File: config.mk
export PLATFORM = sky130hd
export DESIGN_NAME = hcbp_queue
export DESIGN_NICKNAME = d
export VERILOG_FILES = /design/src/rtl/huffman_code_bit_packer_core_assert.svh /design/src/rtl/hcbp_pkg.sv /design/src/rtl/hcbp_queue.sv
export SDC_FILE = /design/constraint.sdc
export NUM_CORES = 1
export LEC_CHECK = 0
export BUFFER_PORTS_ARGS = -buffer_cell sky130_fd_sc_hd__buf_4
export CAP_MARGIN = 20
export CELL_PAD_IN_SITES_DETAIL_PLACEMENT = 1
export CELL_PAD_IN_SITES_GLOBAL_PLACEMENT = 1
export CORE_MARGIN = 3
export CORE_UTILIZATION = 40
export CTS_CLUSTER_DIAMETER = 100
export DETAILED_ROUTE_END_ITERATION = 16
export PLACE_DENSITY = 0.67
export SLEW_MARGIN = 10
export SYNTH_ARGS = -nofsm -noshare
export SYNTH_HDL_FRONTEND = slang
export SYNTH_SLANG_ARGS = --single-unit
File: constraint.sdc
create_clock -name clk -period 2.05 [get_ports clk]
set_clock_uncertainty 0.05 [all_clocks]
set_input_delay 0.205 -clock clk [delete_from_list [all_inputs] [get_ports clk]]
set_output_delay 0.205 -clock clk [all_outputs]
set_load 0.01 [all_outputs]
File: src/rtl/huffman_code_bit_packer_core_assert.svh
// assertion macros for the huffman code bit packer core
// included by files that check their own logic; no other dependencies
`ifndef HUFFMAN_CODE_BIT_PACKER_CORE_ASSERT_SVH
`define HUFFMAN_CODE_BIT_PACKER_CORE_ASSERT_SVH

`ifndef ASSERT_OFF

// condition must never be true
`define HCBP_ASSERT_NEVER(lbl, clk, rst_n, cond, msg) \
  lbl: assert property (@(posedge clk) disable iff (!rst_n) !(cond)) \
    else $error(msg);

// antecedent implies consequent in the same cycle
`define HCBP_ASSERT_IMPL(lbl, clk, rst_n, ante, cons, msg) \
  lbl: assert property (@(posedge clk) disable iff (!rst_n) (ante) |-> (cons)) \
    else $error(msg);

// antecedent implies consequent in the following cycle
`define HCBP_ASSERT_NEXT(lbl, clk, rst_n, ante, cons, msg) \
  lbl: assert property (@(posedge clk) disable iff (!rst_n) (ante) |=> (cons)) \
    else $error(msg);

`else

`define HCBP_ASSERT_NEVER(lbl, clk, rst_n, cond, msg)
`define HCBP_ASSERT_IMPL(lbl, clk, rst_n, ante, cons, msg)
`define HCBP_ASSERT_NEXT(lbl, clk, rst_n, ante, cons, msg)

`endif

`endif

File: src/rtl/hcbp_pkg.sv
// shared types and constants of the huffman code bit packer
// no dependencies
package hcbp_pkg;

  localparam int NUM_SYMBOLS_DEF  = 256;
  localparam int MAX_CODE_LEN_DEF = 32;

  localparam int BYTE_W    = 8;
  localparam int SYM_W     = 8;
  localparam int CODE_W    = 32;
  localparam int LEN_W     = 6;
  localparam int MODE_W    = 2;
  // symbol, code word and code length, padded to whole bytes
  localparam int IN_DATA_W = ((SYM_W + CODE_W + LEN_W + BYTE_W - 1) / BYTE_W) * BYTE_W;

  // command queue between front and back, power of two deep
  localparam int Q_DEPTH = 4;
  localparam int QP_W    = $clog2(Q_DEPTH);
  localparam int QC_W    = $clog2(Q_DEPTH + 1);

  // item kinds as they arrive on tuser
  typedef enum logic [MODE_W-1:0] {
    MODE_LOAD   = 2'd0,
    MODE_ENCODE = 2'd1,
    MODE_FLUSH  = 2'd2
  } mode_t;

  // work handed to the back end
  typedef enum logic {
    CMD_ENCODE = 1'b0,
    CMD_FLUSH  = 1'b1
  } cmd_kind_t;

  typedef struct packed {
    cmd_kind_t           kind;
    logic [CODE_W-1:0]   code;
    logic [LEN_W-1:0]    len;
  } cmd_t;

endpackage

File: src/rtl/hcbp_queue.sv
// short command queue between front and back end
// depends on hcbp_pkg
module hcbp_queue (
  input  logic                      clk,
  input  logic                      rst_n,
  input  logic                      push,
  input  hcbp_pkg::cmd_t            push_cmd,
  input  logic                      pop,
  output logic                      head_vld,
  output hcbp_pkg::cmd_t            head_cmd,
  output logic [hcbp_pkg::QC_W-1:0] level
);
  import hcbp_pkg::*;

  cmd_t              mem [Q_DEPTH];
  logic [QP_W-1:0]   wptr_r, wptr_nxt;
  logic [QP_W-1:0]   rptr_r, rptr_nxt;
  logic [QC_W-1:0]   cnt_r, cnt_nxt;

  // pointer and fill count update
  always_comb begin
    wptr_nxt = wptr_r;
    rptr_nxt = rptr_r;
    cnt_nxt  = cnt_r;
    if (push) begin
      wptr_nxt = wptr_r + QP_W'(1);
    end
    if (pop) begin
      rptr_nxt = rptr_r + QP_W'(1);
    end
    if (push && !pop) begin
      cnt_nxt = cnt_r + QC_W'(1);
    end else if (!push && pop) begin
      cnt_nxt = cnt_r - QC_W'(1);
    end
  end

  always_ff @(posedge clk) begin
    if (!rst_n) begin
      wptr_r <= '0;
      rptr_r <= '0;
      cnt_r  <= '0;
    end else begin
      wptr_r <= wptr_nxt;
      rptr_r <= rptr_nxt;
      cnt_r  <= cnt_nxt;
    end
  end

  // storage
  always_ff @(posedge clk) begin
    if (push) begin
      mem[wptr_r] <= push_cmd;
    end
  end

  assign head_vld = (cnt_r != '0);
  assign head_cmd = mem[rptr_r];
  assign level    = cnt_r;

endmodule

==> results.py <==
metrics = {
    "run_status": {
        "outcome": "finished, final reports clean",
    },
    "detailed_routing": {
        "detail-route-antenna-nets": 0,
        "vias": 2949,
        "dr.max_layer_used": "met4",
        "wl_per_cell_um": 19.3,
        "dr_wl_met3_um": 576,
        "wl_met1_mm": 4.98,
        "routed_via_density": 5.00,
        "firstDrtPassIters": 4,
        "routed_wirelength_mm": 11.4,
        "drt-initial-drc-count": 157,
        "wl_met2_mm": 5.66,
        "route.detailed.drc": 0,
    },
    "power_and_ir_drop": {
        "pwr_density_cell_nw_per_um2": 973,
        "p_leak_nw": 2.81,
        "ir_drop_v": 0.000596,
    },
    "setup_path": {
        "path_max_fanout": 13,
        "cp.required_ns": 1.79,
        "end_kind": "primary output",
        "startpoint_type": "flip-flop",
        "critPathKind": "reg -> out",
        "crit_arrival_ns": 1.73,
    },
    "clock_network": {
        "clk_latency_ns": 0.42,
        "tritoncts": "done",
        "cts_made_buffers": 17,
        "ctsLongestPathBuffers": 2,
        "cts_max_level": 4,
        "clockRootBuffer": "clkbuf_16",
        "clkSlewWorstSetupHoldPaths_ns": 0.06,
        "cts_setup_buffers": 0,
        "clock_sinks": 165,
    },
    "global_routing": {
        "grt_max_degree": 40,
        "grt_usage_pct": 14.5,
        "grt-ovfl-total": 0,
        "grt_pass1_vias": 3215,
        "antenna_found_initial": 1,
        "grt_pass1_wl_mm": 17.6,
    },
    "sta": {
        "finalSetupViolCount": 0,
        "rsz0062_at_grt": "true",
        "hold_viol": 0,
        "fin_crit_ns": 1.98,
        "drv_slew": 0,
        "layout_setup_ws_ns": 0.0657,
        "worstMarginPinSlew_ns": 0.267,
        "whs_ns": 0.0890,
        "fmax_mhz": 504,
        "post-route-period-util_pct": 96.8,
        "relSlewSlack_pct": 82.2,
    },
    "logic_synthesis": {
        "synth_top_area_cell": "edfxtp_1",
        "synth_ff_type": "edfxtp_1",
        "synthTopCellsByArea": "edfxtp_1 77%, mux4_2 15%, dfxtp_1 3.0%, ha_1 1.0%, and2_1 0.93%",
        "syn-instance-count": 245,
        "synth_cell_types": 19,
        "synth_commonest_cells": "156 x edfxtp_1, 39 x mux4_2, 9 x and2_1, 9 x dfxtp_1, 5 x ha_1",
        "ys_seq_elements": 165,
        "syn_nets": 294,
        "synth_edf_count": 156,
        "seq_area_frac_synth_pct": 80.3,
        "syn_area_um2": 6060,
        "async_flop_share_pct": 0,
        "yosys_warnings": 0,
        "avgSynthCellArea_um2": 24.7,
        "synth.top_cell.area_share_pct": 77.3,
        "synth.most_common_cell": "edfxtp_1",
    },
    "layout": {
        "multiInputGateArea_um2": 1130,
        "instances_no_fill": 590,
        "n_fill_cell": 1271,
        "synthToLayoutAreaGrowth_pct": 34.1,
        "nets": 441,
        "drive_gt1_share_pct": 41.5,
        "seqCellArea_um2": 4870,
        "design_area_um2": 8120,
    },
    "placement": {
        "dpl_cell_area_um2": 7060,
        "post-place-ws_ns": 0.239,
        "gp_congestion": 0.665,
        "post-dp-hpwl_mm": 6.77,
        "dp.cells": 516,
        "numPortBuffers": 85,
    },
    "floorplan": {
        "die_area_um2": 16700,
        "die_x_um": 129,
        "top_level_ports": 86,
        "die_height_um": 129,
        "start_util_pct": 41.2,
        "core_area_um2": 14700,
        "num_rows": 44,
    },
    "worst_hold_path": {
        "hold_path_class": "in -> reg",
    },
    "flow_run": {
        "drv_cap": 0,
    },
}
[flip-flops by register name (all words and copies together), names as in the netlist, named ones only]
signal / flops
mem: 156
level: 3
rptr_r: 2
wptr_r: 2
[stage by stage]
stage / TNS, ns / power (mW) / util (%)
6_report: 0 / 7.90 / 55.3
5_1_grt: -0.0441 / 8.24 / 55.3
4_1_cts: -0.0526 / 7.98 / 54.8
3_5_place_dp: 0 / 4.88 / 48.0
3_3_place_gp: 0 / 4.86 / 48.0
2_1_floorplan: 0 / 4.43 / -
[placed cells by master (no fill, tap or decap), drive strengths merged]
cell / n
a21boi: 1
and2: 9
buf: 95
bufinv: 2
clkbuf: 18
clkinv: 8
clkinvlp: 3
dfxtp: 9
diode: 1
dlygate4sd3: 40
edfxtp: 156
fa: 1
ha: 5
inv: 6
mux2i: 2
mux4: 39
nand2: 1
nor2b: 2
o21ai: 1
or3: 2
xnor2: 2
xor2: 3
[critical path: stages, from the launching register on]
cell and delay (ns):
dfxtp_4 0.41, clkbuf_16 0.22, mux4_2 0.54, buf_6 0.14
[layout make-up]
class / count / share of cell area, %
timing repair buffer: 136 / 16.1
multi-input combinational: 68 / 13.9
clock inverter: 15 / 1.69
antenna: 1 / 0.0308
inverter: 4 / 0.185
tap: 184 / 2.83
sequential: 165 / 60.0
clock buffer: 17 / 5.24
[path summary, 6_finish.rpt]
path              startpoint     endpoint  slack (ns)  cells past startpoint
hold reg to reg     level[2]     level[2]        0.49                      2
setup / recovery   flip-flop  head_cmd[3]        0.07                      3
hold / removal          push    wptr_r[1]        0.09                      3
setup reg to reg    level[0]     level[2]        0.45                      4
[cells by family after synthesis]
family                   count (synthesis)  synth area share [%]
AND/OR/NAND/NOR                         14                  1.40
buffers and inverters                   12                  1.16
AO/OA/AOI/OAI                            2                 0.207
flip-flops                             165                  80.3
adder cells (fa/ha/maj)                  6                  1.36
XOR/XNOR                                 5                 0.723
multiplexers                            41                  14.8
[power breakdown]
part           internal (mW)  switching [mW]
sequential              3.87          0.0643
clock                   1.77            1.22
combinational          0.557           0.419
[layer usage]
| layer | global-route usage (%) | vias to the layer above |
|---|---|---|
| met5 | 0 | - |
| met4 | 5.00 | 0 |
| met3 | 5.32 | 13 |
| met2 | 23.9 | 77 |
| met1 | 17.7 | 1534 |
| li1 | - | 1325 |
[what timing repair did]
| item | in CTS | in global routing |
|---|---|---|
| endpoints found under the setup margin | 16 | 30 |
| endpoints found under the hold margin | 161 | 0 |
| cloned | 0 | 1 |
| hold buffers | 40 | 0 |
| gates resized for setup | 9 | 10 |
(Power assumes the default switching activity.)
