$ cat src/rtl/huffman_code_bit_packer_core_assert.svh
// assertion macros for the huffman code bit packer core
// included by files that check their own logic; no other dependencies
`ifndef HUFFMAN_CODE_BIT_PACKER_CORE_ASSERT_SVH
`define HUFFMAN_CODE_BIT_PACKER_CORE_ASSERT_SVH

`ifndef ASSERT_OFF

// condition must never be true
`define HCBP_ASSERT_NEVER(lbl, clk, rst_n, cond, msg) \
  lbl: assert property (@(posedge clk) disable iff (!rst_n) !(cond)) \
    else $error(msg);

// antecedent implies consequent in the same cycle
`define HCBP_ASSERT_IMPL(lbl, clk, rst_n, ante, cons, msg) \
  lbl: assert property (@(posedge clk) disable iff (!rst_n) (ante) |-> (cons)) \
    else $error(msg);

// antecedent implies consequent in the following cycle
`define HCBP_ASSERT_NEXT(lbl, clk, rst_n, ante, cons, msg) \
  lbl: assert property (@(posedge clk) disable iff (!rst_n) (ante) |=> (cons)) \
    else $error(msg);

`else

`define HCBP_ASSERT_NEVER(lbl, clk, rst_n, cond, msg)
`define HCBP_ASSERT_IMPL(lbl, clk, rst_n, ante, cons, msg)
`define HCBP_ASSERT_NEXT(lbl, clk, rst_n, ante, cons, msg)

`endif

`endif

$ cat src/rtl/hcbp_pkg.sv
// shared types and constants of the huffman code bit packer
// no dependencies
package hcbp_pkg;

  localparam int NUM_SYMBOLS_DEF  = 256;
  localparam int MAX_CODE_LEN_DEF = 32;

  localparam int BYTE_W    = 8;
  localparam int SYM_W     = 8;
  localparam int CODE_W    = 32;
  localparam int LEN_W     = 6;
  localparam int MODE_W    = 2;
  // symbol, code word and code length, padded to whole bytes
  localparam int IN_DATA_W = ((SYM_W + CODE_W + LEN_W + BYTE_W - 1) / BYTE_W) * BYTE_W;

  // command queue between front and back, power of two deep
  localparam int Q_DEPTH = 4;
  localparam int QP_W    = $clog2(Q_DEPTH);
  localparam int QC_W    = $clog2(Q_DEPTH + 1);

  // item kinds as they arrive on tuser
  typedef enum logic [MODE_W-1:0] {
    MODE_LOAD   = 2'd0,
    MODE_ENCODE = 2'd1,
    MODE_FLUSH  = 2'd2
  } mode_t;

  // work handed to the back end
  typedef enum logic {
    CMD_ENCODE = 1'b0,
    CMD_FLUSH  = 1'b1
  } cmd_kind_t;

  typedef struct packed {
    cmd_kind_t           kind;
    logic [CODE_W-1:0]   code;
    logic [LEN_W-1:0]    len;
  } cmd_t;

endpackage

$ cat src/rtl/hcbp_back.sv
// back end: bit accumulator, byte emission and output register
// depends on hcbp_pkg
module hcbp_back #(
  parameter int MAX_CODE_LEN = hcbp_pkg::MAX_CODE_LEN_DEF
) (
  input  logic                        clk,
  input  logic                        rst_n,
  input  logic                        q_vld,
  input  hcbp_pkg::cmd_t              q_cmd,
  output logic                        q_pop,
  output logic                        out_tvalid,
  input  logic                        out_tready,
  output logic [hcbp_pkg::BYTE_W-1:0] out_tdata,
  output logic                        out_tlast
);
  import hcbp_pkg::*;

  // up to seven pending bits plus one full code word
  localparam int ACCW = MAX_CODE_LEN + BYTE_W - 1;
  localparam int TOTW = $clog2(MAX_CODE_LEN + BYTE_W);
  localparam logic [TOTW-1:0] BYTE_CNT = TOTW'(BYTE_W);

  logic [ACCW-1:0]   acc_r, acc_nxt;
  logic [TOTW-1:0]   tot_r, tot_nxt;
  logic              out_vld_r;
  logic [BYTE_W-1:0] out_data_r;
  logic              out_last_r;

  logic              idle;
  logic              can_emit;
  logic [ACCW-1:0]   enc_acc;
  logic [TOTW-1:0]   enc_tot;
  logic [TOTW-1:0]   rem;
  logic              emit;
  logic [BYTE_W-1:0] emit_byte;
  logic              emit_last;

  // fewer than eight bits held means the next command may start
  assign idle     = (tot_r < BYTE_CNT);
  assign can_emit = !out_vld_r || out_tready;
  assign enc_acc  = (ACCW'(q_cmd.code) << tot_r[2:0]) | acc_r;
  assign enc_tot  = tot_r + TOTW'(q_cmd.len);

  // packing control
  always_comb begin
    acc_nxt   = acc_r;
    tot_nxt   = tot_r;
    q_pop     = 1'b0;
    emit      = 1'b0;
    emit_byte = acc_r[BYTE_W-1:0];
    emit_last = 1'b0;
    rem       = tot_r - BYTE_CNT;
    if (!idle) begin
      // drain remaining whole bytes of the current code
      if (can_emit) begin
        emit      = 1'b1;
        emit_last = (rem < BYTE_CNT);
        acc_nxt   = acc_r >> BYTE_W;
        tot_nxt   = rem;
      end
    end else if (q_vld) begin
      case (q_cmd.kind)
        CMD_ENCODE: begin
          rem = enc_tot - BYTE_CNT;
          if (enc_tot < BYTE_CNT) begin
            q_pop   = 1'b1;
            acc_nxt = enc_acc;
            tot_nxt = enc_tot;
          end else if (can_emit) begin
            q_pop     = 1'b1;
            emit      = 1'b1;
            emit_byte = enc_acc[BYTE_W-1:0];
            emit_last = (rem < BYTE_CNT);
            acc_nxt   = enc_acc >> BYTE_W;
            tot_nxt   = rem;
          end
        end
        CMD_FLUSH: begin
          if (tot_r == '0) begin
            q_pop = 1'b1;
          end else if (can_emit) begin
            q_pop     = 1'b1;
            emit      = 1'b1;
            emit_last = 1'b1;
            acc_nxt   = '0;
            tot_nxt   = '0;
          end
        end
        default: begin
          q_pop = 1'b1;
        end
      endcase
    end
  end

  // accumulator state
  always_ff @(posedge clk) begin
    if (!rst_n) begin
      acc_r <= '0;
      tot_r <= '0;
    end else begin
      acc_r <= acc_nxt;
      tot_r <= tot_nxt;
    end
  end

  // output register
  always_ff @(posedge clk) begin
    if (!rst_n) begin
      out_vld_r <= 1'b0;
    end else if (emit) begin
      out_vld_r <= 1'b1;
    end else if (out_tready) begin
      out_vld_r <= 1'b0;
    end
  end

  always_ff @(posedge clk) begin
    if (emit) begin
      out_data_r <= emit_byte;
      out_last_r <= emit_last;
    end
  end

  assign out_tvalid = out_vld_r;
  assign out_tdata  = out_data_r;
  assign out_tlast  = out_last_r;

endmodule

$ cat config.mk
export PLATFORM = sky130hd
export DESIGN_NAME = hcbp_back
export DESIGN_NICKNAME = d
export VERILOG_FILES = /design/src/rtl/huffman_code_bit_packer_core_assert.svh /design/src/rtl/hcbp_pkg.sv /design/src/rtl/hcbp_back.sv
export SDC_FILE = /design/constraint.sdc
export NUM_CORES = 1
export LEC_CHECK = 0
export BUFFER_PORTS_ARGS = -buffer_cell sky130_fd_sc_hd__buf_2
export CAP_MARGIN = 20
export CELL_PAD_IN_SITES_DETAIL_PLACEMENT = 1
export CELL_PAD_IN_SITES_GLOBAL_PLACEMENT = 2
export CORE_ASPECT_RATIO = 1.1
export CORE_UTILIZATION = 36
export CTS_CLUSTER_DIAMETER = 200
export DETAILED_ROUTE_END_ITERATION = 8
export PLACE_DENSITY = 0.79
export SETUP_SLACK_MARGIN = 0.3
export SLEW_MARGIN = 20
export SYNTH_ARGS = -nofsm -noshare
export SYNTH_HDL_FRONTEND = slang
export SYNTH_SLANG_ARGS = --single-unit
$ cat constraint.sdc
create_clock -name clk -period 3.05 [get_ports clk]
set_input_delay 0.1525 -clock clk [delete_from_list [all_inputs] [get_ports clk]]
set_output_delay 0.1525 -clock clk [all_outputs]
set_load 0.05 [all_outputs]
==> results.json, run 1 <==
{
  "synthTopCellsByArea": "dfxtp_1 21%, mux2_2 7.0%, mux4_2 6.7%",
  "rows": 41,
  "grt_usage_pct": 23.5,
  "yosysTopAreaCell": "dfxtp_1",
  "ys_seq_area_share_pct": 27.5,
  "synthFlopType": "dfxtp_1",
  "drtIter0Drc": 184,
  "synthCells": 508,
  "crit_type": "flop to output pin",
  "endpoint_kind": "output pin",
  "synth_top_area_share_pct": 21.2,
  "syn_nets": 558,
  "start_util_pct": 37.4,
  "yosys_warnings": 0,
  "hpwlAfterDp_um": 10000,
  "synthMuxAreaShare_pct": 20.7,
  "worst_slew_pin_slew_ns": 0.679,
  "hp-class": "input pin to flop",
  "run_status": "completed",
  "min_path_cells": 2,
  "synth-simple-area-share_pct": 16.3,
  "syn-cell-area_mm2": 0.00434,
  "vias": 4131,
  "drt.antenna.violating_nets": 0,
  "grt.overflow.total": 0,
  "slowest_stage": "fa_1",
  "htreeDepth": 2,
  "die_h_um": 117,
  "path_max_fanout": 17,
  "ios": 54,
  "post-route-min-period_ns": 2.65,
  "root_buffer": "clkbuf_16",
  "drive_above_1_share_pct": 25.5,
  "synth_edf_count": 9,
  "cp_slowest_stage_delay_ns": 0.41,
  "setup_viol": 0,
  "async_flop_share_pct": 0,
  "core_mm2": 0.0116,
  "synth_seq_cells": 55,
  "cap_violations": 0,
  "area_delta_synth_final_pct": 14.3,
  "tns_ns": 0,
  "drc": 0,
  "cp.required_ns": 2.90,
  "antenna_cells": 0,
  "synthTopCellsByCount": "54 x nand2_1, 46 x dfxtp_1, 37 x nor2_1",
  "grt_max_degree": 44,
  "syn_avg_cell_area_um2": 8.54,
  "cts.path.max_buffers": 2,
  "power.density_mw_per_mm2": 995,
  "port_buffers": 53,
  "worstPathArrival_ns": 2.50,
  "p_int_uw": 2490,
  "tritoncts": "built",
  "fmaxAchievable_mhz": 378,
  "totalWireLength_um": 13900,
  "switchingPower_uw": 2440,
  "comb_power_share_pct": 62.9,
  "clk_pin_slew_worst_paths_ns": 0.07,
  "grt_pass1_wl_um": 23100,
  "cts_buffers": 5,
  "p_sw_share_pct": 49.5,
  "synthXorXnorAreaFrac_pct": 1.38,
  "synth.most_common_cell": "nand2_1",
  "fin_crit_sh_pct": 86.8,
  "slew_viol_final": 0,
  "path_cells": "ha_1 > fa_1 > nand3_1 > nor3b_4 > or2_4 > nand2_8 > o21ai_0 > o211a_1 > buf_4",
  "first_pass_iters": 5,
  "vias_per_cell": 5.94,
  "peakVddDrop_mv": 0.462,
  "max-slew-margin-rel_pct": 54.3,
  "finalNetCount": 594,
  "synth_top_family_by_area": "compound AO/OA/AOI/OAI gates",
  "rsz0062_at_grt": "true",
  "reg2regPathDepth": 8,
  "wl_per_cell_um": 19.9,
  "clkPwrFrac_pct": 12.7,
  "seq_power_share_pct": 24.3,
  "placed_area_mm2": 0.00472,
  "cts.sinks": 55,
  "synth-adder-area-share_pct": 2.19,
  "start_kind": "flop",
  "p_leak_uw": 0.00171,
  "skew_ns": 0.00648,
  "die_area_mm2": 0.0125,
  "hold_viol": 0,
  "antenna_found_initial": 0,
  "die_w_um": 107,
  "grt_pass1_vias": 4314,
  "finalInstanceArea_mm2": 0.00496,
  "gp_congestion": 0.804,
  "ys_types": 67,
  "synth_compound_area_share_pct": 26.9,
  "clk_latency_ns": 0.30
}
[worst paths after layout]
path	from	endpoint	slack, ns
hold reg to reg	acc_r[28]	acc_r[20]	0.50
setup reg to reg	tot_r[1]	acc_r[2]	0.47
setup / recovery	tot_r[0]	q_pop	0.40
hold / removal	q_cmd[6]	out_tdata[0]	0.28
[final cells by class]
| class | count | area (µm²) |
|---|---|---|
| clock buffer | 8 | 158 |
| fill | 1412 | 6640 |
| inverter | 6 | 22.5 |
| multi-input combinational | 407 | 2990 |
| sequential | 55 | 1190 |
| tap | 150 | 188 |
| timing repair buffer | 69 | 408 |
[power by group through the flow]
stage | Combinational (µW) | Clock [µW] | Sequential [µW]
5_1_grt | 3390 | 664 | 1230
6_report | 3100 | 627 | 1200
3_5_place_dp | 3000 | 0 | 1210
2_1_floorplan | 1990 | 0 | 1410
4_1_cts | 3050 | 638 | 1200
3_3_place_gp | 2960 | 0 | 1200
[metrics by stage]
| step | utilization, % | setup WS (ns) | hold slack [ns] | instances | total power, µW |
|---|---|---|---|---|---|
| CTS | 42.3 | 0.348 | 0.278 | 694 | 4890 |
| finish | 42.8 | 0.402 | 0.280 | 695 | 4930 |
| detailed placement | 40.8 | 0.276 | 0.490 | 686 | 4220 |
| global route | 42.8 | 0.261 | 0.279 | 695 | 5280 |
| global placement | 40.8 | 0.328 | 0.478 | 686 | 4160 |
| floorplan | - | 0.538 | 0.373 | 508 | 3400 |
[critical path, delay by kind of cell, from the launching register on]
family | cells | cell delay [ns]
fa+ha+maj | 2 | 0.62
compound gates | 2 | 0.34
simple gates | 4 | 0.71
buf+inv | 1 | 0.19
flops | 1 | 0.33
[layer usage]
metal | part of all wire (%) | global-route usage [%] | vias up
met4 | 1.8 | 6.48 | 0
met1 | 45 | 30.4 | 2022
met2 | 49 | 41.5 | 77
li1 | - | - | 2015
met5 | 0 | 0 | -
met3 | 3.4 | 2.77 | 17
[flip-flops by register name, summed over array words and instances, names as in the netlist]
signal / flops
acc_r: 39
out_tdata: 8
out_tlast: 1
out_tvalid: 1
tot_r: 6
[layout by cell type, fill, tap and decap left out, types with 3 or more instances in the layout]
| cell type | n |
|---|---|
| a211oi_1 | 5 |
| a21boi_0 | 4 |
| a21o_1 | 7 |
| a21oi_1 | 21 |
| a2bb2oi_1 | 5 |
| a31o_2 | 3 |
| a31oi_1 | 24 |
| a41oi_1 | 9 |
| and2_1 | 5 |
| buf_2 | 52 |
| buf_4 | 14 |
| clkbuf_16 | 6 |
| dfxtp_1 | 44 |
| edfxtp_1 | 9 |
| ha_1 | 6 |
| inv_1 | 4 |
| mux2_2 | 27 |
| mux2i_1 | 28 |
| mux4_2 | 13 |
| nand2_1 | 54 |
| nand2b_1 | 5 |
| nand3_1 | 5 |
| nand3b_1 | 3 |
| nor2_1 | 37 |
| nor2_2 | 3 |
| nor3_1 | 11 |
| o211ai_1 | 6 |
| o21a_1 | 3 |
| o21ai_0 | 18 |
| o21ai_1 | 33 |
| o22a_1 | 4 |
| o311ai_0 | 4 |
| o31a_1 | 5 |
| or3_1 | 12 |
[cell families after synthesis]
group	count (synthesis)
AOI/OAI and AO/OA	173
and+or+nand+nor	151
muxes	70
DFF	55
buffers and inverters	46
adders and majority gates	7
xor gates and xnor gates	6
[repair_timing]
item                       4_1_cts  5_1_grt
setup endpoints to repair        2       30
pin swaps                        0        1
gates cloned                     0        0
buffers inserted                 0        1
hold buffers                     0        0
resized for setup                6        9
Note: power is estimated with default switching activity, not from simulation.
==> run 2, diff against run 1 <==
--- a/config.mk
+++ b/config.mk
@@ -13,6 +13,7 @@
 export CORE_UTILIZATION = 36
 export CTS_CLUSTER_DIAMETER = 200
 export DETAILED_ROUTE_END_ITERATION = 8
+export MAX_ROUTING_LAYER = met4
 export PLACE_DENSITY = 0.79
 export SETUP_SLACK_MARGIN = 0.3
 export SLEW_MARGIN = 20
==> constraint.sdc (replaced) <==
create_clock -name clk -period 2.8 [get_ports clk]
set_input_delay 0.14 -clock clk [delete_from_list [all_inputs] [get_ports clk]]
set_output_delay 0.14 -clock clk [all_outputs]
set_load 0.05 [all_outputs]
==> run 2 against run 1 <==
Against the previous run:
- final cell count rose by 3.0%
- final area rose by 5.4%
- total power rose by 20%
- hold slack got worse by 0.0048 ns
- global-route usage rose by 0.62 points
- register-to-register slack got worse by 0.15 ns
- critical path depth rose by 1
- clock-buffer cell count fell by 2
- wire length rose by 7.6%
- via count rose by 3.0%
- clock skew rose by 0.0017 ns
- critical path type is now flop to flop
==> results.json, run 2 (same netlist as run 1, synthesis figures left out) <==
{
  "grt_usage_pct": 24.1,
  "placed_area_mm2": 0.00476,
  "comb_power_share_pct": 67.0,
  "clk_latency_ns": 0.30,
  "drc": 0,
  "cap_violations": 0,
  "drtIter0Drc": 197,
  "crit_type": "flop to flop",
  "grt_max_degree": 50,
  "p_sw_share_pct": 48.7,
  "gp_congestion": 0.856,
  "power.density_mw_per_mm2": 1130,
  "finalInstanceArea_mm2": 0.00522,
  "largest_reg_flops": 39,
  "root_buffer": "clkbuf_16",
  "cts_buffers": 5,
  "post-route-min-period_ns": 2.48,
  "hold_viol": 0,
  "start_kind": "flop",
  "wl_per_cell_um": 20.8,
  "hold_path_end": "out_tdata[0]",
  "seq_power_share_pct": 22.3,
  "regMostFlops": "acc_r",
  "die_h_um": 117,
  "rows": 41,
  "max-slew-margin-rel_pct": 55.2,
  "cts.sinks": 55,
  "finalNetCount": 615,
  "slew_viol_final": 0,
  "worst_slew_pin_slew_ns": 0.664,
  "switchingPower_uw": 2880,
  "hpwlAfterDp_um": 10100,
  "antenna_found_initial": 0,
  "path_max_fanout": 4,
  "run_status": "completed",
  "grt_pass1_vias": 4306,
  "drt.antenna.violating_nets": 0,
  "hp-class": "input pin to flop",
  "die_area_mm2": 0.0125,
  "worstPathArrival_ns": 2.70,
  "reg2regPathDepth": 10,
  "stdcell_count": 716,
  "peakVddDrop_mv": 0.469,
  "grt_pass1_wl_um": 22800,
  "min_path_cells": 2,
  "skew_ns": 0.00818,
  "clk_pin_slew_worst_paths_ns": 0.08,
  "rsz0062_at_grt": "true",
  "post-route-util_pct": 45.0,
  "worstReg2RegStart": "tot_r[1]",
  "r2r_slack_ns": 0.32,
  "area_delta_synth_final_pct": 20.4,
  "vias": 4254,
  "port_buffers": 53,
  "fmaxAchievable_mhz": 403,
  "hold_ws_ns": 0.275,
  "endpoint_kind": "flop",
  "totalWireLength_um": 14900,
  "tritoncts": "built",
  "clkPwrFrac_pct": 10.7,
  "n_fill_cell": 1392,
  "die_w_um": 107,
  "drive_above_1_share_pct": 30.0,
  "cp.required_ns": 3.01,
  "first_pass_iters": 5,
  "layout_common_cells": "54 x nand2_1, 52 x buf_2, 42 x dfxtp_1",
  "p_int_uw": 3030,
  "grt.overflow.total": 0,
  "dpl.cell_count": 691,
  "tns_ns": 0,
  "cts.path.max_buffers": 2,
  "p_leak_uw": 0.00183,
  "setup_viol": 0,
  "min_from": "q_cmd[6]",
  "fin_crit_sh_pct": 88.7,
  "antenna_cells": 0,
  "r2r_end": "acc_r[27]",
  "htreeDepth": 2,
  "ios": 54,
  "start_util_pct": 37.4,
  "vias_per_cell": 5.94,
  "layout_commonest_cell": "nand2_1",
  "core_mm2": 0.0116
}
[run 2: timing repair]
action	4_1_cts	5_1_grt
pin swaps	3	7
setup buffers	4	11
endpoints found under the hold margin	0	0
gates cloned	0	2
setup endpoints to repair	49	55
resized for setup	16	17
hold buffers	0	0
[run 2: area by class of cell]
type,count,area (µm²),share of cell area (%)
Multi-Input combinational cell,407,3030,58.0
Sequential cell,55,1200,22.9
Timing Repair Buffer,90,644,12.3
Tap cell,150,188,3.59
Clock buffer,6,129,2.47
Inverter,6,22.5,0.431
Clock inverter,2,12.5,0.240
[run 2: per-layer routing]
metal  global-route usage, %  vias up  wire (µm)
li1                        -     2048          -
met1                    29.0     2088       6560
met2                    42.6       95       7610
met3                    2.60       23        456
met4                    7.49        0        283
met5                       -        -          0
[run 2: worst max path at each step]
| stage | startpoint | to | cells past startpoint |
|---|---|---|---|
| after floorplan | tot_r[0] | q_pop | 9 |
| after global placement | tot_r[0] | q_pop | 9 |
| after detailed placement | tot_r[0] | acc_r[29] | 9 |
| after CTS | tot_r[4] | q_pop | 9 |
| after global routing | tot_r[1] | acc_r[27] | 10 |
| final | tot_r[1] | acc_r[27] | 10 |
[run 2: stage by stage]
| step | setup slack, ns | total power [µW] |
|---|---|---|
| 2_1_floorplan | 0.300 | 3700 |
| 3_3_place_gp | 0.142 | 4560 |
| 3_5_place_dp | 0.0635 | 4630 |
| 4_1_cts | 0.274 | 5470 |
| 5_1_grt | 0.253 | 6260 |
| 6_report | 0.318 | 5910 |
[run 2: worst max-delay path: stages (launching register included)]
cell      delay (ns)
dfxtp_2         0.35
ha_1            0.30
a21o_1          0.22
a211oi_2        0.27
buf_4           0.15
a22oi_2         0.12
buf_12          0.17
buf_4           0.15
nor4_2          0.33
a21oi_1         0.08
o32ai_1         0.25
[run 2: power by group through the flow]
stage	Combinational [µW]	Sequential, µW	Clock, µW
finish	3960	1320	634
global route	4230	1350	672
CTS	3510	1310	657
global placement	3250	1310	0
floorplan	2170	1530	0
detailed placement	3310	1320	0
==> run 3, diff against run 2 <==
--- a/config.mk
+++ b/config.mk
@@ -5,7 +5,7 @@
 export SDC_FILE = /design/constraint.sdc
 export NUM_CORES = 1
 export LEC_CHECK = 0
-export BUFFER_PORTS_ARGS = -buffer_cell sky130_fd_sc_hd__buf_2
+export BUFFER_PORTS_ARGS = -buffer_cell sky130_fd_sc_hd__clkbuf_2
 export CAP_MARGIN = 20
 export CELL_PAD_IN_SITES_DETAIL_PLACEMENT = 1
 export CELL_PAD_IN_SITES_GLOBAL_PLACEMENT = 2
==> run 3 against run 2 <==
Against the previous run:
- largest cell class unchanged
- first-iteration DRC count grew 18%
- fmax grew 1.0%
- clock-buffer cell count grew 2
- critical endpoint is now q_pop
- worst setup slack gained 0.026 ns
- final cell count shrank 0.98%
- critical path type is now flop to output pin
==> results.json, run 3 (same netlist as run 1, synthesis figures left out) <==
{
  "hold_viol": 0,
  "stdcell_count": 709,
  "rows": 41,
  "cp.required_ns": 2.66,
  "grt_pass1_wl_um": 23100,
  "clk_pin_slew_worst_paths_ns": 0.08,
  "dpl.cell_count": 690,
  "worst_slew_pin_slew_ns": 0.603,
  "antenna_found_initial": 0,
  "clkPwrFrac_pct": 11.9,
  "cts.sinks": 55,
  "antenna_cells": 0,
  "max-slew-margin-rel_pct": 59.3,
  "drtIter0Drc": 233,
  "hp-class": "input pin to flop",
  "first_pass_iters": 4,
  "grt.overflow.total": 0,
  "grt_max_degree": 61,
  "hpwlAfterDp_um": 10200,
  "placed_area_mm2": 0.00479,
  "path_cells": "ha_4 > fa_2 > nand3_2 > nor3b_4 > or2_4 > nand2_4 > o21ai_2 > o211a_1 > buf_12",
  "totalWireLength_um": 14900,
  "die_area_mm2": 0.0125,
  "post-route-util_pct": 44.7,
  "core_mm2": 0.0116,
  "regMostFlops": "acc_r",
  "layout_common_cells": "54 x nand2_1, 52 x clkbuf_2, 42 x dfxtp_1",
  "peakVddDrop_mv": 0.533,
  "clk_latency_ns": 0.30,
  "holdBufCountCts": 0,
  "cts_buffers": 5,
  "setup_viol": 0,
  "drive_above_1_share_pct": 29.3,
  "drt.antenna.violating_nets": 0,
  "wl_per_cell_um": 21.1,
  "die_h_um": 117,
  "fin_crit_sh_pct": 87.7,
  "grt_usage_pct": 24.6,
  "htreeDepth": 2,
  "die_w_um": 107,
  "slew_viol_final": 0,
  "hold_ws_ns": 0.289,
  "endpoint_kind": "output pin",
  "run_status": "completed",
  "drc": 0,
  "tritoncts": "built",
  "layout_commonest_cell": "nand2_1",
  "power.density_mw_per_mm2": 1120,
  "p_int_uw": 2980,
  "fmaxAchievable_mhz": 407,
  "port_buffers": 53,
  "tns_ns": 0,
  "largest_reg_flops": 39,
  "p_leak_uw": 0.00181,
  "root_buffer": "clkbuf_16",
  "slowest_stage": "fa_2",
  "rsz0062_at_grt": "true",
  "switchingPower_uw": 2830,
  "r2r_slack_ns": 0.37,
  "post-route-min-period_ns": 2.46,
  "comb_power_share_pct": 65.4,
  "seq_power_share_pct": 22.7,
  "finalNetCount": 608,
  "gp_congestion": 0.841,
  "p_sw_share_pct": 48.7,
  "cts.path.max_buffers": 2,
  "grt_pass1_vias": 4262,
  "worstPathArrival_ns": 2.32,
  "cp_slowest_stage_delay_ns": 0.41,
  "vias_per_cell": 6.01,
  "area_delta_synth_final_pct": 19.4,
  "start_util_pct": 37.4,
  "skew_ns": 0.00775,
  "vias": 4259,
  "cap_violations": 0,
  "finalInstanceArea_mm2": 0.00518,
  "ios": 54,
  "crit_type": "flop to output pin",
  "path_max_fanout": 5,
  "start_kind": "flop"
}
[run 3: changes by cell type in the layout (fill, tap and decap cells not counted), moves of 2 or more]
| cell | before | now |
|---|---|---|
| buf_2 | 52 | 0 |
| clkbuf_2 | 0 | 52 |
| buf_4 | 29 | 23 |
| ha_2 | 0 | 3 |
| buf_12 | 2 | 4 |
| ha_1 | 4 | 2 |
| o21ai_1 | 31 | 33 |
| o21ai_2 | 4 | 2 |
[run 3: final cells by class]
class / count / area, µm²
well taps: 150 / 188
flip-flops and latches: 55 / 1200
fillers: 1389 / 6410
repair buffers: 83 / 586
multi-input cells: 407 / 3030
clock buffers: 8 / 158
inverters: 6 / 22.5
[run 3: worst paths after layout]
kind | from | to | depth (start not counted)
max | tot_r[0] | q_pop | 9
min | q_cmd[6] | out_tdata[0] | 2
max reg2reg | tot_r[0] | out_tdata[0] | 10
min reg2reg | acc_r[19] | acc_r[11] | 2
[run 3: worst max-delay path: cells and delay by family, from the launching register on]
kind,cells,cell delay [ns]
simple gates,4,0.65
fa+ha+maj,2,0.58
flops,1,0.34
compound gates,2,0.30
buf+inv,1,0.14
[run 3: through the flow]
stage / worst slack [ns] / power (µW)
final: 0.343 / 5810
after global routing: 0.268 / 6150
after CTS: 0.206 / 5450
after detailed placement: 0.122 / 4680
after global placement: 0.214 / 4610
after floorplan: 0.300 / 3700
[run 3: metal layers]
metal | up-vias | share of wire, % | global-route usage, %
li1 | 2029 | - | -
met1 | 2144 | 45 | 30.7
met2 | 68 | 50 | 42.5
met3 | 18 | 2.3 | 2.77
met4 | 0 | 2.1 | 6.03
met5 | - | 0 | -
[run 3: power by group through the flow]
| stage | Combinational [µW] | Sequential, µW | Clock [µW] |
|---|---|---|---|
| after floorplan | 2170 | 1530 | 0 |
| after global placement | 3300 | 1320 | 0 |
| after detailed placement | 3360 | 1330 | 0 |
| after CTS | 3440 | 1310 | 703 |
| after global routing | 4070 | 1350 | 728 |
| final | 3800 | 1320 | 689 |
[run 3: timing repair]
| action | CTS | global route |
|---|---|---|
| pin swaps | 0 | 6 |
| gates resized for setup | 9 | 19 |
| buffers inserted | 0 | 9 |
| gates cloned | 0 | 2 |
| endpoints found under the setup margin | 49 | 49 |
